--- src/rtl/xcfr_pkg.sv ---
// Package for the XOR-checked frame reassembler.
// Holds the frame-format constants and the reset value of the length limit.
// Used by the top level and by its port checker. It depends on nothing.
`default_nettype none

package xcfr_pkg;

  // Frame format: opcode, length L, L payload bytes, XOR checksum.
  localparam int FRAME_OVERHEAD = 3;   // opcode + length + checksum
  localparam int MIN_HELD       = 4;   // shortest frame that can be checked
  localparam int MAX_RESULTS    = 32;  // frame bytes reported per input byte

  localparam int BYTE_W    = 8;
  localparam int LEN_W     = 6;
  localparam int TDATA_OUT = 16;       // frame_byte + frame_length, byte padded

  localparam logic [LEN_W-1:0] MAX_LEN_RESET = 6'd24;

endpackage : xcfr_pkg

`default_nettype wire

--- src/rtl/xcfr_ram.sv ---
// Generic single-port-write, single-port-read RAM with a registered read.
// Read data updates only on a read enable and holds otherwise.
// No dependencies.
`default_nettype none

module xcfr_ram #(
  parameter int WIDTH = 8,
  parameter int DEPTH = 32
) (
  input  wire                       clk,
  input  wire                       we,
  input  wire  [$clog2(DEPTH)-1:0]  waddr,
  input  wire  [WIDTH-1:0]          wdata,
  input  wire                       re,
  input  wire  [$clog2(DEPTH)-1:0]  raddr,
  output logic [WIDTH-1:0]          rdata
);

  logic [WIDTH-1:0] mem [DEPTH];

  always_ff @(posedge clk) begin
    if (we) begin
      mem[waddr] <= wdata;
    end
    if (re) begin
      rdata <= mem[raddr];
    end
  end

endmodule : xcfr_ram

`default_nettype wire

--- src/rtl/xor_checked_frame_reassembler.sv ---
// XOR-checked frame reassembler. Received bytes (one per slave transaction)
// are collected in a circular byte store of BUF_BYTES entries; after each byte
// the store is scanned for frames of the form opcode, length L, L payload
// bytes, XOR checksum (total L+3 bytes). A frame that checks out goes out on
// the master side one byte per transaction, tlast on the checksum byte, with
// its total length alongside; an implausible length (zero, or a total L+3 above the
// max_frame_len register) or a bad checksum drops the front byte and the scan
// goes on. A byte that arrives on a full store empties it first. One byte is
// worked on at a time: s_tready is high only between scans. All work goes
// through the single read port of the byte store: each access is a fetch
// state (ST_CHK, ST_XRD, ST_ERD) followed by the state that uses the byte.
// Emitting a byte waits on any master-side stall. Past MAX_RESULTS frame
// bytes per received byte, further bytes are removed but not reported.
// Results go through an output register, so the next byte may be accepted
// while the last frame byte still waits.
// Depends on xcfr_pkg and xcfr_ram.
`default_nettype none

module xor_checked_frame_reassembler #(
  parameter int BUF_BYTES = 32   // byte store depth, 8 to 256
) (
  input  wire         clk,
  input  wire         rst,
  // slave side: received bytes
  input  wire         s_tvalid,
  output logic        s_tready,
  input  wire  [7:0]  s_tdata,   // [7:0] data_byte
  input  wire         s_tlast,   // chunk_last, informational, not used
  // master side: checked frame bytes
  output logic        m_tvalid,
  input  wire         m_tready,
  output logic [15:0] m_tdata,   // [7:0] frame_byte, [13:8] frame_length, [15:14] 0
  output logic        m_tlast,   // frame_last
  // max_frame_len register
  input  wire         cfg_we,
  input  wire  [5:0]  cfg_wdata
);

  localparam int AW = $clog2(BUF_BYTES);         // store address
  localparam int SW = AW + 1;                    // address sum before wrap
  localparam int CW = $clog2(BUF_BYTES + 1);     // fill count, holds BUF_BYTES
  localparam int LW = (CW > 9) ? CW : 9;         // length compares
  localparam int PW = $clog2(xcfr_pkg::MAX_RESULTS + 1);

  typedef enum logic [2:0] {
    ST_IDLE,   // wait for a byte
    ST_CHK,    // enough bytes? fetch length byte
    ST_LEN,    // judge length
    ST_XRD,    // fetch byte for checksum
    ST_XAC,    // fold byte into checksum
    ST_ERD,    // fetch front byte for output
    ST_EWR     // hand front byte to output register
  } state_t;

  state_t                      state;
  logic [AW-1:0]               head;     // store address of the front byte
  logic [CW-1:0]               fill;     // bytes held
  logic [CW-1:0]               idx;      // checksum offset / bytes left to emit
  logic [xcfr_pkg::LEN_W-1:0]  total;    // length of frame under work
  logic [xcfr_pkg::BYTE_W-1:0] acc;      // running XOR
  logic [PW-1:0]               produced; // frame bytes reported for this byte
  logic [xcfr_pkg::LEN_W-1:0]  max_len;

  logic                        ram_we;
  logic [AW-1:0]               ram_waddr;
  logic                        ram_re;
  logic [AW-1:0]               ram_raddr;
  logic [xcfr_pkg::BYTE_W-1:0] ram_rdata;

  function automatic logic [AW-1:0] add_wrap(input logic [AW-1:0] a,
                                             input logic [AW-1:0] b);
    logic [SW-1:0] s;
    s = {1'b0, a} + {1'b0, b};
    if (s >= SW'(BUF_BYTES)) begin
      s = s - SW'(BUF_BYTES);
    end
    return s[AW-1:0];
  endfunction

  logic          full;
  logic [AW-1:0] head_inc;
  logic [LW-1:0] tot_w;       // L + 3 from the length byte
  logic          len_bad;
  logic          len_short;
  logic [7:0]    acc_new;
  logic          out_free;
  logic          emit;        // front byte goes into the output register

  assign full      = (fill == CW'(BUF_BYTES));
  assign head_inc  = add_wrap(head, AW'(1));
  assign tot_w     = LW'(ram_rdata) + LW'(xcfr_pkg::FRAME_OVERHEAD);
  assign len_bad   = (ram_rdata == '0) || (tot_w > LW'(max_len));
  assign len_short = (LW'(fill) < tot_w);
  assign acc_new   = acc ^ ram_rdata;
  assign out_free  = !m_tvalid || m_tready;
  assign emit      = (state == ST_EWR) && out_free &&
                     (produced != PW'(xcfr_pkg::MAX_RESULTS));

  assign s_tready  = (state == ST_IDLE);

  // Store write happens only on byte arrival, so it never meets a scan read.
  assign ram_we    = s_tvalid && s_tready;
  assign ram_waddr = full ? head : add_wrap(head, fill[AW-1:0]);

  always_comb begin
    ram_re    = 1'b0;
    ram_raddr = head;
    case (state)
      ST_CHK: begin
        ram_re    = 1'b1;
        ram_raddr = head_inc;
      end
      ST_XRD: begin
        ram_re    = 1'b1;
        ram_raddr = add_wrap(head, idx[AW-1:0]);
      end
      ST_ERD: begin
        ram_re    = 1'b1;
        ram_raddr = head;
      end
      default: begin
        ram_re    = 1'b0;
        ram_raddr = head;
      end
    endcase
  end

  xcfr_ram #(
    .WIDTH (xcfr_pkg::BYTE_W),
    .DEPTH (BUF_BYTES)
  ) u_store (
    .clk   (clk),
    .we    (ram_we),
    .waddr (ram_waddr),
    .wdata (s_tdata),
    .re    (ram_re),
    .raddr (ram_raddr),
    .rdata (ram_rdata)
  );

  always_ff @(posedge clk) begin
    if (rst) begin
      max_len <= xcfr_pkg::MAX_LEN_RESET;
    end else if (cfg_we) begin
      max_len <= cfg_wdata;
    end
  end

  always_ff @(posedge clk) begin
    if (rst) begin
      state    <= ST_IDLE;
      head     <= '0;
      fill     <= '0;
      produced <= '0;
      m_tvalid <= 1'b0;
    end else begin
      // output register: loaded by a frame byte, emptied by a transaction
      if (emit) begin
        m_tvalid <= 1'b1;
      end else if (m_tready) begin
        m_tvalid <= 1'b0;
      end
      case (state)
        ST_IDLE: begin
          if (s_tvalid) begin
            // full store: empty it, the new byte becomes the front
            fill     <= full ? CW'(1) : fill + CW'(1);
            produced <= '0;
            state    <= ST_CHK;
          end
        end
        ST_CHK: begin
          state <= (fill < CW'(xcfr_pkg::MIN_HELD)) ? ST_IDLE : ST_LEN;
        end
        ST_LEN: begin
          if (len_bad) begin
            head  <= head_inc;
            fill  <= fill - CW'(1);
            state <= ST_CHK;
          end else if (len_short) begin
            state <= ST_IDLE;       // frame not complete yet
          end else begin
            total <= tot_w[xcfr_pkg::LEN_W-1:0];
            idx   <= '0;
            acc   <= '0;
            state <= ST_XRD;
          end
        end
        ST_XRD: begin
          state <= ST_XAC;
        end
        ST_XAC: begin
          acc <= acc_new;
          // XOR over all bytes including the checksum is zero on a match
          if (LW'(idx) + LW'(1) == LW'(total)) begin
            if (acc_new == '0) begin
              idx   <= CW'(total);
              state <= ST_ERD;
            end else begin
              head  <= head_inc;
              fill  <= fill - CW'(1);
              state <= ST_CHK;
            end
          end else begin
            idx   <= idx + CW'(1);
            state <= ST_XRD;
          end
        end
        ST_ERD: begin
          state <= ST_EWR;
        end
        ST_EWR: begin
          // past the result limit the byte is removed but not reported
          if (produced == PW'(xcfr_pkg::MAX_RESULTS) || out_free) begin
            if (emit) begin
              m_tdata[7:0]  <= ram_rdata;
              m_tdata[13:8] <= total;
              m_tdata[15:14] <= '0;
              m_tlast       <= (idx == CW'(1));
              produced      <= produced + PW'(1);
            end
            head  <= head_inc;
            fill  <= fill - CW'(1);
            idx   <= idx - CW'(1);
            state <= (idx == CW'(1)) ? ST_CHK : ST_ERD;
          end
        end
        default: begin
          state <= ST_IDLE;
        end
      endcase
    end
  end

endmodule : xor_checked_frame_reassembler

`default_nettype wire

--- config.mk ---
export PLATFORM = sky130hd
export DESIGN_NAME = xor_checked_frame_reassembler
export DESIGN_NICKNAME = d
export VERILOG_FILES = /design/src/rtl/xcfr_pkg.sv /design/src/rtl/xcfr_ram.sv /design/src/rtl/xor_checked_frame_reassembler.sv
export SDC_FILE = /design/constraint.sdc
export NUM_CORES = 1
export LEC_CHECK = 0
export BUFFER_PORTS_ARGS = -buffer_cell sky130_fd_sc_hd__buf_2
export CELL_PAD_IN_SITES_DETAIL_PLACEMENT = 0
export CELL_PAD_IN_SITES_GLOBAL_PLACEMENT = 1
export CORE_MARGIN = 2
export CORE_UTILIZATION = 40
export CTS_CLUSTER_DIAMETER = 120
export DETAILED_ROUTE_END_ITERATION = 12
export GPL_TIMING_DRIVEN = 0
export PLACE_DENSITY = 0.63
export SLEW_MARGIN = 40
export SYNTH_ARGS = -nofsm -noshare
export SYNTH_HDL_FRONTEND = slang
export SYNTH_SLANG_ARGS = --single-unit
--- constraint.sdc ---
create_clock -name clk -period 4.2 [get_ports clk]
set_input_delay 0.63 -clock clk [delete_from_list [all_inputs] [get_ports clk]]
set_output_delay 0.63 -clock clk [all_outputs]
set_load 0.01 [all_outputs]
Yosys cells after proc, flatten, opt, wreduce, memory -nomap -nowiden

Memory sizes are Yosys's and may differ from the RTL's. A register that Yosys moved wholly into a read port is not among the register bits.
Cells that the tools add are included.
W data, S select, Z words.

Register bits after elaboration: 62
Bits in writable memories: 256
Input bits: 20
Output and inout bits: 19
Logic and storage cells: 123
Memories kept: 1

Memory list:

| memory      | words | bits a word | rd ports | clocked after memory_dff | write ports | line           | RTL |
|---|---|---|---|---|---|---|---|
| u_store.mem | 32    | 8           | 1        | 1                        | 1           | xcfr_ram.sv:19 | `logic [WIDTH-1:0] mem [DEPTH];` |

Add/sub/neg operators: 13
Magnitude comparators: 6
Equal/unequal tests: 20
Mux-type cells: 44
Bitwise gates (word level): 4
Reduce and logical (&&, ||, !) cells: 24

Operators by type and width:

| operator              | count |
|---|---|
| $mux W6               | 14 |
| $mux W5               | 8 |
| $pmux W6 S4           | 1 |
| $pmux W3 S7           | 1 |
| $add A6 B1 Y6 const B | 3 |
| $ge A6 B6 Y1 const B  | 3 |
| $pmux W6 S3           | 1 |
| $logic_not A8 Y1      | 2 |
| $mux W8               | 2 |
| $pmux W8 S2           | 1 |
| $reduce_and A4 Y1     | 4 |
| $mux W3               | 5 |
| $pmux W5 S3           | 1 |
| $sub A5 B1 Y5 const B | 3 |
| $ne A2 B2 Y1 const B  | 7 |
| $add A5 B5 Y6         | 2 |
| $eq A6 B6 Y1 const B  | 2 |
| $pmux W6 S2           | 1 |
| $reduce_and A6 Y1     | 2 |
| $sub A6 B1 Y6 const B | 2 |
| $pmux W5 S2           | 1 |
| $add A8 B2 Y9 const B | 1 |
| $eq A3 B3 Y1 const B  | 3 |
| $gt A9 B6 Y1          | 1 |
| other kinds (25)      | 40 |

Longest topological paths before layout

Depth in word-level cells: 7
Depth in mapped cells: 11

Hierarchy

From an unflattened synthesis, not the netlist that was laid out.

Cells, all modules: 839
Area total of the unflattened synthesis: 14,076.0 sq um

By module, submodules not included:

| module                        | instances | cells an instance | area an instance (sq um) | sequential area each (sq um) |
|---|---|---|---|---|
| xcfr_ram                      | 1         | 417               | 10,133.5                 | 7,927.6 |
| xor_checked_frame_reassembler | 1         | 422               | 3,942.5                  | 1,591.5 |

Worst setup path before layout

OpenSTA, ideal clock, no wires.

Path type: register to register
Start point: register u_store.rdata[0], read port of u_store.mem
End point: register acc[0] in the netlist's numbering (enable)
Library setup time: 388 ps
Data arrival time: 2,801 ps
Required time: 3,812 ps
Setup slack: 1,011 ps
Cell stages (with the launch flop): 12
Path buffers: 0
Clock period less this slack: 3,189 ps
Cell sequence: edfxtp_1 inv_1 ha_1 xor2_1 inv_1 ha_1 and4_1 a221o_1 a31oi_4 nor2_1 nand2_1 a221oi_1

Cells in the longest elaborated chain, start to end: 5

Ends and longest elaborated chain:

| element                              | line                                 | RTL |
|---|---|---|
| start, declared                      | xcfr_ram.sv:16                       | `output logic [WIDTH-1:0] rdata` |
| $add A8 B2 Y9 *                      | xor_checked_frame_reassembler.sv:91  | `assign tot_w = LW'(ram_rdata) + LW'(xcfr_pkg::FRAME_OVERHEAD);` |
| net tot_w[0]                         | xor_checked_frame_reassembler.sv:82  | `logic [LW-1:0] tot_w;` |
| $gt A9 B6 Y1                         | xor_checked_frame_reassembler.sv:92  | `assign len_bad = (ram_rdata == '0) \|\| (tot_w > LW'(max_len));` |
| $logic_or A1 B1 Y1                   | xor_checked_frame_reassembler.sv:92  |  |
| $ne A2 B2 Y1 (no source line)        | --                                   |  |
| $reduce_and A4 Y1 (no source line) * | --                                   |  |
| end signal, assigned                 | xor_checked_frame_reassembler.sv:193 | `acc <= acc_new;` |
| end, declared                        | xor_checked_frame_reassembler.sv:60  | `logic [xcfr_pkg::BYTE_W-1:0] acc;` |

Mark *: on every way through the listed nets, which the timed path passes. The rest lies on a longest branch.
A chain may end at the register's enable or synchronous reset.

Worst setup path after layout

Start point: register idx[0]
End point: register u_store.rdata[7], read port of u_store.mem, data pin

Cells in the longest elaborated chain, start to end: 4

Ends and longest elaborated chain:

| element                                       | line                                                                     | RTL |
|---|---|---|
| start, declared                               | xor_checked_frame_reassembler.sv:58                                      | `logic [CW-1:0] idx;` |
| start signal, assigned                        | xor_checked_frame_reassembler.sv:197                                     | `idx <= CW'(total);` |
| start signal, assigned                        | xor_checked_frame_reassembler.sv:205                                     | `idx <= idx + CW'(1);` |
| start signal, assigned                        | xor_checked_frame_reassembler.sv:224                                     | `idx <= idx - CW'(1);` |
| $add A5 B5 Y6 *                               | xor_checked_frame_reassembler.sv:73                                      | `s = {1'b0, a} + {1'b0, b};` |
| $sub A5 B1 Y5 or $ge A6 B6 Y1 (tied branches) | xor_checked_frame_reassembler.sv:75, xor_checked_frame_reassembler.sv:74 |  |
| $mux W5 *                                     | xor_checked_frame_reassembler.sv:74                                      | `if (s >= SW'(BUF_BYTES)) begin` |
| $pmux W5 S2 *                                 | xor_checked_frame_reassembler.sv:108                                     | `case (state)` |

Every way passes the cells marked *; elsewhere a longest branch is shown, timed or not.

==> results by group <==
Timing
  • Minimum clock period: 3.90 ns
  • Final slew viol count: 0
  • Fin Clk Skew: 0.0157 ns
  • Worst-Margin Slew: 0.855 ns
  • Endpoints failing hold: 0
  • Slew HR: 0.428
  • Setup TNS Final: 0 ns
  • RSZ-0062 raised after global routing: no
  • Final worst path period share: 0.928
  • Final setup viols: 0
  • Fmax: 257 MHz

Floorplan
  • Die area: 0.0371 sq mm
  • Placeable core area: 0.0353 sq mm
  • I/O pins: 39
  • Die Wd: 193 um
  • Chip Height: 193 um
  • Row count: 69
  • Starting Density: 0.403

Clock network
  • Later-pin clock latency in the skew report: 0.52 ns
  • CTS resizes: 0
  • CTS H-tree depth: 2
  • CTS tree: done
  • CTS max path bufs: 3
  • Clk sinks: 326
  • Clock root cell: clkbuf_16
  • Hold_buf cts: 0
  • Total CTS buffers: 35
  • Post-CTS setup buffer count: 0
  • Worst-path clk slew: 0.07 ns

Yosys
  • Synth top area share: 0.630
  • FF+latch count, synth: 326
  • Unique masters post-synth: 67
  • Most frequent cell after synthesis: edfxtp_1
  • Seq/Total Area, Yosys: 0.668
  • Area contributors post-synth: edfxtp_1 63%, mux4_2 10%, mux2i_1 4.1%
  • Async S/R FF share, synth: 0
  • Commonest cells in the netlist: 299 x edfxtp_1, 74 x nor2_1, 64 x mux4_2
  • Yosys warns: 0
  • Yosys top cell by area: edfxtp_1
  • Mapped Area: 0.0142 sq mm
  • Number of synthesized flops with an enable pin: 299
  • Gate Count Post-Synth: 875
  • Syn Area/Cell: 16.3 sq um
  • Main flop type after synthesis: edfxtp_1

Detailed routing
  • Avg WL per Cell: 22.1 um
  • Initial DRC count: 532
  • DR vias/cell: 5.32
  • Routed Antenna Nets: 0
  • Final wirelength: 31700 um
  • DR WL met3: 1090 um
  • WL met2: 15900 um
  • Vias post-DR: 7629
  • M1 WL: 13900 um
  • Highest routed layer: met4
  • 1st-pass router iterations: 5
  • Drt drc: 0

Worst setup path
  • CP peak stage delay: 0.54 ns
  • Nature of the critical path endpoint: flip-flop
  • Crit path max-delay cell type: clkbuf_1
  • Most used cell, CP: mux2i_1
  • CP required: 4.47 ns
  • Crit-path cells: ha_1 -> fa_1 -> mux2i_1 -> a21oi_4 -> clkbuf_1 -> mux4_2 -> mux2i_1 -> mux2i_1 -> mux2_2
  • Arr. time, crit path: 4.16 ns
  • Crit-path max FO: 10
  • Worst Setup Start Kind: flip-flop
  • CP Class: flip-flop to flip-flop

Final layout
  • NumNets Final: 995
  • End-of-flow core utilization: 0.458
  • Share of cells above drive strength 1: 0.218
  • Layout area overhead: 13.6%
  • Diode count: 0

Global route
  • Largest net degree at the start of global routing: 33
  • Vias in the first global route: 7757
  • Grt total ovfl: 0
  • Initial antenna violation count: 0
  • First-pass GRT wire length: 47700 um
  • Total global-route track usage: 0.176

Power and ir drop
  • Power after layout: 7.04 mW
  • Leakage: 5.51 nW
  • PwrDens: 435 mW/mm^2
  • Peak VDD IR: 0.250 mV

Place
  • Dpl hpwl: 21400 um
  • IO buf count: 33
  • Routability cong.: 0.736

Min path
  • HP Class: primary input to flip-flop

Job
  • Max-capacitance violation count: 0

Status
  • Status: completed
cells by family (layout without fill, tap and decap cells):
family | after synthesis | after routing | share of synthesized area
buf+inv | 67 | 164 | 0.0213
other cells | 1 | 2 | 0.000263
fa+ha+maj | 28 | 28 | 0.0255
simple gates | 194 | 194 | 0.0667
xor+xnor | 40 | 40 | 0.0251
mux | 134 | 134 | 0.151
flops | 326 | 326 | 0.668
compound gates | 85 | 85 | 0.0415
metal layers:
| layer | GRT usage | vias up |
|---|---|---|
| li1 | - | 3566 |
| met1 | 0.228 | 3845 |
| met2 | 0.304 | 163 |
| met3 | 0.0238 | 55 |
| met4 | 0.0575 | 0 |
| met5 | 0 | - |
through the flow:
stage	instances	hold slack [ns]	cell area [sq um]	setup slack, ns
4_1_cts	1434	0.317	16200	0.0960
5_1_grt	1434	0.338	16200	0.112
6_report	1434	0.328	16200	0.304
3_3_place_gp	1370	0.483	15000	0.0689
3_5_place_dp	1372	0.485	15100	0.103
2_1_floorplan	876	0.448	14200	1.01
layout by cell type (no fill, tap or decap), types with 10 or more instances in the layout:
cell type | netlist | routed
xor2_1 | 15 | 14
nand3_1 | 12 | 12
nand2_1 | 36 | 36
buf_4 | 9 | 10
inv_1 | 25 | 25
a21oi_1 | 22 | 22
nor2_2 | 0 | 11
clkbuf_1 | 16 | 19
o21ai_0 | 10 | 10
ha_1 | 25 | 25
buf_2 | 15 | 49
clkbuf_16 | 0 | 36
nor2b_1 | 12 | 12
dfxtp_1 | 27 | 27
mux2i_1 | 58 | 58
nor2_1 | 74 | 63
nor3_1 | 13 | 12
edfxtp_1 | 299 | 299
mux4_2 | 64 | 64
xnor2_1 | 24 | 24
critical path, delay by kind of cell, from the launching register on:
kind / cells / cell delay (ns)
mux: 5 / 1.31
fa+ha+maj: 2 / 0.77
flops: 1 / 0.53
buf+inv: 1 / 0.54
compound gates: 1 / 0.48
path summary, 6_finish.rpt:
kind	from	to	slack, ns	cells past startpoint
worst min-delay path	cfg_wdata[3]	max_len[3]$_SDFFE_PP1P_	0.33	3
worst max register to register	idx[0]$_DFFE_PP_	u_store.rdata[7]$_DFFE_PP_	0.30	9
worst max-delay path	idx[0]$_DFFE_PP_	u_store.rdata[7]$_DFFE_PP_	0.30	9
worst min register to register	max_len[3]$_SDFFE_PP1P_	max_len[3]$_SDFFE_PP1P_	0.50	2
state kept, by name, indices dropped and copies added, names as in the netlist, 5 cells and up:
register / count
u_store.rdata: 8
fill: 6
u_store.mem: 256
total: 6
idx: 6
m_tdata: 14
head: 5
max_len: 6
produced: 6
acc: 8
where the power goes:
group | internal, mW | leakage, nW | switching, mW
sequential | 3.57 | 2.92 | 0.0258
clock | 1.70 | 0.534 | 1.25
combinational | 0.197 | 2.05 | 0.290
total | 5.47 | 5.51 | 1.57
cell type report:
type / count / area, sq um
buffer: 41 / 206
clock buffer: 39 / 912
clock inverter: 23 / 186
fill: 3084 / 19100
inverter: 26 / 97.6
multi-input combinational: 483 / 4500
sequential: 326 / 9520
tap: 461 / 577
timing repair buffer: 35 / 178
No activity file was read; power rests on OpenSTA's default activity.
